==> src/rtl/core/dlkl_pkg.sv <==
// Package for the doubly linked key list: sizes, command and status codes,
// controller state type and the controller/datapath interface structs.
// No dependencies.
package dlkl_pkg;

   localparam int CAPACITY  = 64;
   localparam int KEY_WIDTH = 32;
   localparam int SLOT_W    = $clog2(CAPACITY);
   localparam int CNT_W     = $clog2(CAPACITY + 1);

   localparam logic [2:0] CMD_INSERT     = 3'd0;
   localparam logic [2:0] CMD_DELETE_KEY = 3'd1;
   localparam logic [2:0] CMD_DEL_FIRST  = 3'd2;
   localparam logic [2:0] CMD_DEL_LAST   = 3'd3;
   localparam logic [2:0] CMD_DUMP       = 3'd4;

   localparam logic [1:0] STAT_DONE      = 2'd0;
   localparam logic [1:0] STAT_NOT_FOUND = 2'd1;
   localparam logic [1:0] STAT_FULL      = 2'd2;

   typedef enum logic [2:0] {
      ST_IDLE,
      ST_INS_A,
      ST_INS_B,
      ST_READ,
      ST_CHECK,
      ST_RESP,
      ST_DUMP_OUT
   } dlkl_state_type;

   typedef struct packed {
      logic       accept;     // capture key, start walk
      logic       use_tail;   // start walk at the tail
      logic       ins_a;      // link old head back to new slot
      logic       ins_b;      // fill new slot, make it head
      logic       unlink;     // remove current slot
      logic       advance;    // step to next slot
      logic       load_rsp;   // load result word
      logic       rsp_elem;   // result carries element key
      logic [1:0] rsp_status;
   } dlkl_cmd_type;

   typedef struct packed {
      logic occ_zero;
      logic full;
      logic key_match;
      logic last_elem;
   } dlkl_stat_type;

endpackage

==> src/rtl/core/dlkl_ctrl.sv <==
// Controller state machine for the doubly linked key list.
// Depends on dlkl_pkg.
module dlkl_ctrl
   import dlkl_pkg::*;
(
   input  logic          clock,
   input  logic          reset,
   input  logic          req_valid,
   input  logic [2:0]    req_command,
   input  logic          rsp_ready,
   input  dlkl_stat_type stat,
   output logic          req_ready,
   output logic          rsp_valid,
   output dlkl_cmd_type  cmd
);

   dlkl_state_type state_ff, state_in;
   logic [2:0]     command_ff, command_in;

   always_ff @(posedge clock) begin
      if (reset) begin
         state_ff   <= ST_IDLE;
         command_ff <= CMD_INSERT;
      end else begin
         state_ff   <= state_in;
         command_ff <= command_in;
      end
   end

   always_comb begin
      state_in   = state_ff;
      command_in = command_ff;
      case (state_ff)
         ST_IDLE: begin
            if (req_valid) begin
               command_in = req_command;
               case (req_command)
                  CMD_INSERT:     state_in = stat.full ? ST_RESP : ST_INS_A;
                  CMD_DELETE_KEY,
                  CMD_DEL_FIRST,
                  CMD_DEL_LAST,
                  CMD_DUMP:       state_in = stat.occ_zero ? ST_RESP : ST_READ;
                  default:        state_in = ST_RESP;
               endcase
            end
         end
         ST_INS_A: state_in = ST_INS_B;
         ST_INS_B: state_in = ST_RESP;
         ST_READ:  state_in = ST_CHECK;
         ST_CHECK: begin
            case (command_ff)
               CMD_DELETE_KEY: begin
                  if (stat.key_match || stat.last_elem) state_in = ST_RESP;
                  else state_in = ST_READ;
               end
               CMD_DUMP: state_in = ST_DUMP_OUT;
               default:  state_in = ST_RESP;
            endcase
         end
         ST_RESP: begin
            if (rsp_ready) state_in = ST_IDLE;
         end
         ST_DUMP_OUT: begin
            if (rsp_ready) state_in = stat.last_elem ? ST_IDLE : ST_READ;
         end
         default: state_in = ST_IDLE;
      endcase
   end

   always_comb begin
      cmd        = '0;
      req_ready  = 1'b0;
      rsp_valid  = 1'b0;
      case (state_ff)
         ST_IDLE: begin
            req_ready = 1'b1;
            if (req_valid) begin
               cmd.accept   = 1'b1;
               cmd.use_tail = (req_command == CMD_DEL_LAST);
               case (req_command)
                  CMD_INSERT: begin
                     cmd.load_rsp   = stat.full;
                     cmd.rsp_status = STAT_FULL;
                  end
                  CMD_DELETE_KEY,
                  CMD_DEL_FIRST,
                  CMD_DEL_LAST,
                  CMD_DUMP: begin
                     cmd.load_rsp   = stat.occ_zero;
                     cmd.rsp_status = STAT_NOT_FOUND;
                  end
                  default: begin
                     cmd.load_rsp   = 1'b1;
                     cmd.rsp_status = STAT_DONE;
                  end
               endcase
            end
         end
         ST_INS_A: cmd.ins_a = 1'b1;
         ST_INS_B: begin
            cmd.ins_b      = 1'b1;
            cmd.load_rsp   = 1'b1;
            cmd.rsp_status = STAT_DONE;
         end
         ST_CHECK: begin
            case (command_ff)
               CMD_DELETE_KEY: begin
                  if (stat.key_match) begin
                     cmd.unlink     = 1'b1;
                     cmd.load_rsp   = 1'b1;
                     cmd.rsp_status = STAT_DONE;
                  end else if (stat.last_elem) begin
                     cmd.load_rsp   = 1'b1;
                     cmd.rsp_status = STAT_NOT_FOUND;
                  end else begin
                     cmd.advance = 1'b1;
                  end
               end
               CMD_DUMP: begin
                  cmd.load_rsp   = 1'b1;
                  cmd.rsp_elem   = 1'b1;
                  cmd.rsp_status = STAT_DONE;
               end
               default: begin
                  cmd.unlink     = 1'b1;
                  cmd.load_rsp   = 1'b1;
                  cmd.rsp_status = STAT_DONE;
               end
            endcase
         end
         ST_RESP: rsp_valid = 1'b1;
         ST_DUMP_OUT: begin
            rsp_valid = 1'b1;
            cmd.advance = rsp_ready && !stat.last_elem;
         end
         default: ;
      endcase
   end

endmodule

==> src/rtl/core/dlkl_dp.sv <==
// Datapath for the doubly linked key list: key and link memories, free map,
// head, tail, occupancy, walk pointer and result word. Depends on dlkl_pkg.
module dlkl_dp
   import dlkl_pkg::*;
(
   input  logic                        clock,
   input  logic                        reset,
   input  dlkl_cmd_type                cmd,
   input  logic signed [KEY_WIDTH-1:0] req_key,
   output dlkl_stat_type               stat,
   output logic [1:0]                  rsp_status,
   output logic signed [KEY_WIDTH-1:0] rsp_element_key,
   output logic [CNT_W-1:0]            rsp_element_count,
   output logic                        rsp_last
);

   logic [KEY_WIDTH-1:0] key_mem  [CAPACITY];
   logic [SLOT_W-1:0]    next_mem [CAPACITY];
   logic [SLOT_W-1:0]    prev_mem [CAPACITY];

   logic [CAPACITY-1:0]  free_ff, free_in;
   logic [SLOT_W-1:0]    head_ff, head_in, tail_ff, tail_in;
   logic [CNT_W-1:0]     occ_ff, occ_in;
   logic [SLOT_W-1:0]    cur_ff, cur_in;
   logic [CNT_W-1:0]     idx_ff, idx_in;
   logic [KEY_WIDTH-1:0] key_ff;
   logic [KEY_WIDTH-1:0] key_rd_ff;
   logic [SLOT_W-1:0]    next_rd_ff, prev_rd_ff;
   logic [1:0]           status_ff;
   logic [KEY_WIDTH-1:0] elem_key_ff;
   logic                 last_ff;

   logic [SLOT_W-1:0]    free_slot;
   logic                 next_we, prev_we;
   logic [SLOT_W-1:0]    next_wa, next_wd, prev_wa, prev_wd;
   logic [CNT_W-1:0]     idx_inc;

   always_comb begin
      free_slot = '0;
      for (int i = CAPACITY - 1; i >= 0; i--) begin
         if (free_ff[i]) free_slot = SLOT_W'(i);
      end
   end

   assign idx_inc        = idx_ff + CNT_W'(1);
   assign stat.occ_zero  = (occ_ff == '0);
   assign stat.full      = (occ_ff == CNT_W'(CAPACITY));
   assign stat.key_match = (key_rd_ff == key_ff);
   assign stat.last_elem = (idx_inc == occ_ff);

   // link writes: insert or unlink, never both
   always_comb begin
      next_we = 1'b0;
      next_wa = free_slot;
      next_wd = stat.occ_zero ? '0 : head_ff;
      prev_we = 1'b0;
      prev_wa = free_slot;
      prev_wd = '0;
      if (cmd.ins_a) begin
         prev_we = !stat.occ_zero;
         prev_wa = head_ff;
         prev_wd = free_slot;
      end else if (cmd.ins_b) begin
         next_we = 1'b1;
         prev_we = 1'b1;
      end else if (cmd.unlink) begin
         next_we = (cur_ff != head_ff);
         next_wa = prev_rd_ff;
         next_wd = next_rd_ff;
         prev_we = (cur_ff != tail_ff);
         prev_wa = next_rd_ff;
         prev_wd = prev_rd_ff;
      end
   end

   always_ff @(posedge clock) begin
      if (cmd.ins_b) key_mem[free_slot] <= key_ff;
      if (next_we) next_mem[next_wa] <= next_wd;
      if (prev_we) prev_mem[prev_wa] <= prev_wd;
      key_rd_ff  <= key_mem[cur_ff];
      next_rd_ff <= next_mem[cur_ff];
      prev_rd_ff <= prev_mem[cur_ff];
   end

   always_comb begin
      free_in = free_ff;
      head_in = head_ff;
      tail_in = tail_ff;
      occ_in  = occ_ff;
      cur_in  = cur_ff;
      idx_in  = idx_ff;
      if (cmd.accept) begin
         cur_in = cmd.use_tail ? tail_ff : head_ff;
         idx_in = '0;
      end
      if (cmd.ins_b) begin
         free_in[free_slot] = 1'b0;
         head_in = free_slot;
         if (stat.occ_zero) tail_in = free_slot;
         occ_in  = occ_ff + CNT_W'(1);
      end
      if (cmd.unlink) begin
         free_in[cur_ff] = 1'b1;
         if (cur_ff == head_ff) head_in = next_rd_ff;
         if (cur_ff == tail_ff) tail_in = prev_rd_ff;
         occ_in = occ_ff - CNT_W'(1);
      end
      if (cmd.advance) begin
         cur_in = next_rd_ff;
         idx_in = idx_inc;
      end
   end

   always_ff @(posedge clock) begin
      if (reset) begin
         free_ff <= '1;
         head_ff <= '0;
         tail_ff <= '0;
         occ_ff  <= '0;
         cur_ff  <= '0;
         idx_ff  <= '0;
      end else begin
         free_ff <= free_in;
         head_ff <= head_in;
         tail_ff <= tail_in;
         occ_ff  <= occ_in;
         cur_ff  <= cur_in;
         idx_ff  <= idx_in;
      end
   end

   always_ff @(posedge clock) begin
      if (cmd.accept) key_ff <= req_key;
      if (cmd.load_rsp) begin
         status_ff   <= cmd.rsp_status;
         elem_key_ff <= cmd.rsp_elem ? key_rd_ff : '0;
         last_ff     <= cmd.rsp_elem ? stat.last_elem : 1'b1;
      end
   end

   // count is stable while a word waits, so it is shown straight from occupancy
   assign rsp_status        = status_ff;
   assign rsp_element_key   = elem_key_ff;
   assign rsp_element_count = occ_ff;
   assign rsp_last          = last_ff;

endmodule

==> src/rtl/core/doubly_linked_key_list.sv <==
// Top level of the doubly linked key list: controller and datapath.
// Depends on dlkl_pkg, dlkl_ctrl, dlkl_dp.
//
//  channel | ports                                  | direction
//  req     | req_valid req_ready req_command req_key | in
//  rsp     | rsp_valid rsp_ready rsp_status          | out
//          | rsp_element_key rsp_element_count      |
//          | rsp_last                               |
//
// Insert: INS_A links old head back, INS_B fills new slot as head; delete
// first/last: READ, CHECK (unlink); by key: READ, CHECK per element visited
// (walk through the link memory, one registered read per step); dump: READ,
// CHECK, DUMP_OUT per element plus rsp stalls; other commands, empty/full:
// RESP. One word at a time; req is held off until the last result word is
// taken. Reset is synchronous, frees every slot at once; no clearing pass.
module doubly_linked_key_list
   import dlkl_pkg::*;
(
   input  logic                        clock,
   input  logic                        reset,
   input  logic                        req_valid,
   output logic                        req_ready,
   input  logic [2:0]                  req_command,
   input  logic signed [KEY_WIDTH-1:0] req_key,
   output logic                        rsp_valid,
   input  logic                        rsp_ready,
   output logic [1:0]                  rsp_status,
   output logic signed [KEY_WIDTH-1:0] rsp_element_key,
   output logic [CNT_W-1:0]            rsp_element_count,
   output logic                        rsp_last
);

   dlkl_cmd_type  cmd;
   dlkl_stat_type stat;

   dlkl_ctrl u_ctrl (
      .clock       (clock),
      .reset       (reset),
      .req_valid   (req_valid),
      .req_command (req_command),
      .rsp_ready   (rsp_ready),
      .stat        (stat),
      .req_ready   (req_ready),
      .rsp_valid   (rsp_valid),
      .cmd         (cmd)
   );

   dlkl_dp u_dp (
      .clock             (clock),
      .reset             (reset),
      .cmd               (cmd),
      .req_key           (req_key),
      .stat              (stat),
      .rsp_status        (rsp_status),
      .rsp_element_key   (rsp_element_key),
      .rsp_element_count (rsp_element_count),
      .rsp_last          (rsp_last)
   );

   a_no_overlap: assert property (@(posedge clock) disable iff (reset)
      rsp_valid |-> !req_ready) else $error("req taken while result pending");

   a_occ_bound: assert property (@(posedge clock) disable iff (reset)
      rsp_element_count <= CNT_W'(CAPACITY)) else $error("occupancy overflow");

   a_last_frees: assert property (@(posedge clock) disable iff (reset)
      rsp_valid && rsp_ready && rsp_last |=> req_ready)
      else $error("not idle after last word");

   a_accept_busy: assert property (@(posedge clock) disable iff (reset)
      req_valid && req_ready |=> !req_ready) else $error("accepted twice");

endmodule
==> config.mk <==
export PLATFORM = sky130hd
export DESIGN_NAME = doubly_linked_key_list
export DESIGN_NICKNAME = d
export VERILOG_FILES = /design/src/rtl/core/dlkl_pkg.sv /design/src/rtl/core/dlkl_ctrl.sv /design/src/rtl/core/dlkl_dp.sv /design/src/rtl/core/doubly_linked_key_list.sv
export SDC_FILE = /design/constraint.sdc
export NUM_CORES = 2
export LEC_CHECK = 0
export ABC_AREA = 1
export BUFFER_PORTS_ARGS = -buffer_cell sky130_fd_sc_hd__buf_2
export CELL_PAD_IN_SITES_DETAIL_PLACEMENT = 1
export CELL_PAD_IN_SITES_GLOBAL_PLACEMENT = 1
export CORE_ASPECT_RATIO = 1.2
export CORE_MARGIN = 1.5
export CORE_UTILIZATION = 54
export DETAILED_ROUTE_END_ITERATION = 10
export PLACE_DENSITY = 0.79
export SYNTH_ARGS = -nofsm -noshare
export SYNTH_HDL_FRONTEND = slang
export SYNTH_HIERARCHICAL = 1
export SYNTH_SLANG_ARGS = --single-unit
==> constraint.sdc <==
create_clock -name clock -period 8.8 [get_ports clock]
set_clock_uncertainty 0.2 [all_clocks]
set_input_delay 0.44 -clock clock [delete_from_list [all_inputs] [get_ports clock]]
set_output_delay 0.44 -clock clock [all_outputs]
set_load 0.01 [all_outputs]
==> out/results.txt <==
outcome: finished, violations left
failing checks: capacitance limit, slew limit
worst r2r src: u_dp/key_ff[22]
DRT antenna net count: 0
final setup vio count: 0
Max Root-Sink Buffers: 4
Syn Nets: 7380
grt ovf: 0
Setup TNS Final: 0 ns
Cell Pwr Density: 291 nW/µm²
Max FO, Critical Path: 49
layout cells sized above 1: 0.0993
Core Region: 207000 µm²
met2 usage: 0.582
pin count of the biggest net entering global routing: 153
Die Y: 503 µm
total track usage: 0.362
drt pass-1 iters: 6
Hold Crit Class: in2reg
hold depth: 2
Post-CTS Setup Bufs: 0
Synth Flop Type: edfxtp_1
Mapped Area: 113000 µm²
most common cell after layout, fill and taps aside: edfxtp_1
Peak supply drop: 0.250 mV
leakage power: 41.7 nW
Avg Synthesized Cell Area: 15.4 µm²
Slew HR: -0.00213
clock slew at reported path FFs: 0.06 ns
Distinct cells, synth: 52
dpl ws: 2.11 ns
Hold Vio Cnt, Final: 0
I/O pins: 83
I/O Buffers: 82
antenna violations before repair: 20
final non-filler cell total: 10600
Initial Util: 0.543
worst skew pair latency: 0.99 ns
drt drc: 0
worst setup margin: 1.83 ns
Row Count: 183
Pwr Total: 36.9 mW
CTS Buf Count: 306
CP arrival: 7.33 ns
H-tree depth: 5
Layout Nets: 7599
Die W: 420 µm
FFs w/ async S/R, synth: 0
first-pass GRT wire length: 542 mm
Reg2Reg Setup Slack: 1.83 ns
placer congestion estimate: 0.927
Synth Register Bits: 3029
post-layout min period: 6.97 ns
placed cell count: 9965
met1 global-route usage: 0.432
initial DRC count: 10600
Worst Setup End Kind: flop
RR Endpoint: u_dp/prev_mem[51][1]
Sink Count: 3029
crit share post-route: 0.792
critical path type: reg2reg
Area growth, synth to finish: 12.7%
Reg2Reg Depth: 18
hold path endpoint: u_dp/key_ff[13]
DPL Wire Length: 225 mm
wire per inst: 36.3 µm
RSZ-0062 raised after global routing: no
CP Launch Type: flop
Post-Syn Instances: 7334
synthesis warning total: 6
busiest layer in global routing: met2
Fillers: 18500
max-slew violations: 1
data required time of the worst path: 9.16 ns
total wire length: 384 mm
met3 usage: 0.0800
Clock Tree Root: clkbuf_16
fmax: 143 MHz
launch point of the worst hold path: req_key[13]
most frequent cells in the layout: 2883 x edfxtp_1, 1399 x nand2_1, 428 x a22oi_1, 352 x a221oi_1, 340 x nand4_1
vias: 71900
TritonCTS clock tree: yes
sequential area share after synthesis: 0.795
drt via density: 6.81
worst slew pin tran: 1.49 ns
vias in the first global route: 73900
Die Area: 211000 µm²
EDFF count, synth: 2883
max cap viols: 1
-- per-layer routing --
layer  part of all wire  up-vias
met4              0.084       14
met1               0.34    36700
met2               0.48     5002
li1                   -    28800
met3               0.10     1303
met5            0.00024        -
-- synth_stat cells (3+ instances only) --
| library cell | n | share of area |
|---|---|---|
| a22oi_1 | 428 | 0.029 |
| o2111ai_1 | 4 | 0.00031 |
| xnor2_1 | 16 | 0.0012 |
| dfxtp_1 | 146 | 0.026 |
| clkbuf_1 | 280 | 0.0093 |
| clkinv_1 | 5 | 0.00017 |
| inv_2 | 3 | 0.00010 |
| nand2_2 | 5 | 0.00028 |
| nor3_1 | 31 | 0.0014 |
| a31oi_1 | 11 | 0.00061 |
| or2_2 | 12 | 0.00067 |
| nand4_1 | 340 | 0.019 |
| nand3_1 | 84 | 0.0037 |
| xor2_1 | 15 | 0.0012 |
| a21oi_1 | 169 | 0.0075 |
| a221oi_1 | 353 | 0.027 |
| o21ai_0 | 88 | 0.0039 |
| edfxtp_1 | 2883 | 0.77 |
| ha_1 | 6 | 0.00067 |
| a21boi_0 | 12 | 0.00080 |
| buf_1 | 97 | 0.0032 |
| nand2_4 | 7 | 0.00070 |
| o22ai_1 | 9 | 0.00050 |
| nor4_1 | 14 | 0.00078 |
| inv_1 | 265 | 0.0088 |
| a22o_1 | 294 | 0.023 |
| o21ai_1 | 14 | 0.00062 |
| nor2_1 | 284 | 0.0095 |
| o211ai_1 | 11 | 0.00073 |
| nand2_1 | 1400 | 0.047 |
| a2111o_1 | 8 | 0.00080 |
| buf_6 | 4 | 0.00040 |
| a211oi_1 | 11 | 0.00073 |
-- metrics by stage --
stage	util	hold slack, ns	area [µm²]
finish	0.612	0.0219	127000
global placement	0.564	0.235	117000
CTS	0.612	0.00195	127000
floorplan	-	0.219	113000
detailed placement	0.564	0.254	117000
global route	0.612	0.0388	127000
-- flip-flops by register name, indices dropped and copies added, names as in the netlist --
name                    count
u_ctrl/state_ff             3
u_dp/cur_ff                 6
u_dp/head_ff                6
u_dp/key_ff                32
u_dp/rsp_element_key       32
u_dp/rsp_last               1
u_ctrl/command_ff           3
u_dp/idx_ff                 7
u_dp/prev_mem             384
u_dp/key_mem             2048
u_dp/tail_ff                6
u_dp/key_rd_ff             32
u_dp/next_rd_ff             6
u_dp/next_mem             384
u_dp/free_ff               64
u_dp/prev_rd_ff             6
u_dp/rsp_element_count      7
u_dp/rsp_status             2
-- logic make-up after synthesis --
logic type / Yosys count / synth area share
buffers and inverters: 658 / 0.0223
AO/OA/AOI/OAI: 1426 / 0.0965
XOR/XNOR: 31 / 0.00241
AND/OR/NAND/NOR: 2183 / 0.0831
adder cells (fa/ha/maj): 7 / 0.000845
flip-flops: 3029 / 0.795
-- timing repair --
item,4_1_cts,5_1_grt
hold buffers,53,0
hold endpoints to repair,54,0
gates resized for setup,0,0
endpoints found under the setup margin,0,0
-- worst max-delay path, cell delays in order (launching register included) --
cell and delay (ns):
edfxtp_1 0.64, buf_4 0.44, nand2_1 0.22, nand4_1 0.19, nor4_1 0.38, and3_1 0.54
inv_1 0.13, a21oi_1 0.16, buf_4 0.22, inv_1 0.30, nor2_1 0.27, inv_1 0.06
nor2_1 0.17, clkinv_1 0.35, o22ai_1 0.26, a21oi_1 0.15, nor2_1 0.29, nand3_1 0.75
nor2_1 0.80
-- power by group --
group,internal [mW],switching [mW],total [mW]
registers,17.0,0.354,17.4
logic,1.53,5.41,6.95
clock network,7.15,5.43,12.6
total,25.7,11.2,36.9
-- worst max-delay path by stage --
stage	to	cells past startpoint	start
finish	u_dp/prev_mem[51][1]	18	u_dp/key_ff[22]
global route	u_dp/key_mem[11][20]	66	u_dp/free_ff[61]
CTS	u_dp/prev_mem[41][4]	18	u_dp/key_ff[22]
detailed placement	u_dp/prev_mem[51][1]	18	u_dp/key_ff[22]
global placement	u_dp/key_mem[60][27]	66	u_dp/free_ff[62]
floorplan	u_dp/prev_mem[0][0]	65	u_dp/free_ff[61]
-- layout make-up --
| type | instances | area [µm²] | area share |
|---|---|---|---|
| antenna | 10 | 25.0 | 0.000197 |
| clock buffer | 390 | 8190 | 0.0646 |
| clock inverter | 139 | 1200 | 0.00948 |
| inverter | 274 | 1030 | 0.00812 |
| multi-input combinational | 3647 | 21100 | 0.166 |
| sequential | 3029 | 89500 | 0.706 |
| tap | 2775 | 3470 | 0.0274 |
| timing repair buffer | 295 | 2340 | 0.0184 |
No activity file was read; power rests on OpenSTA's default activity.
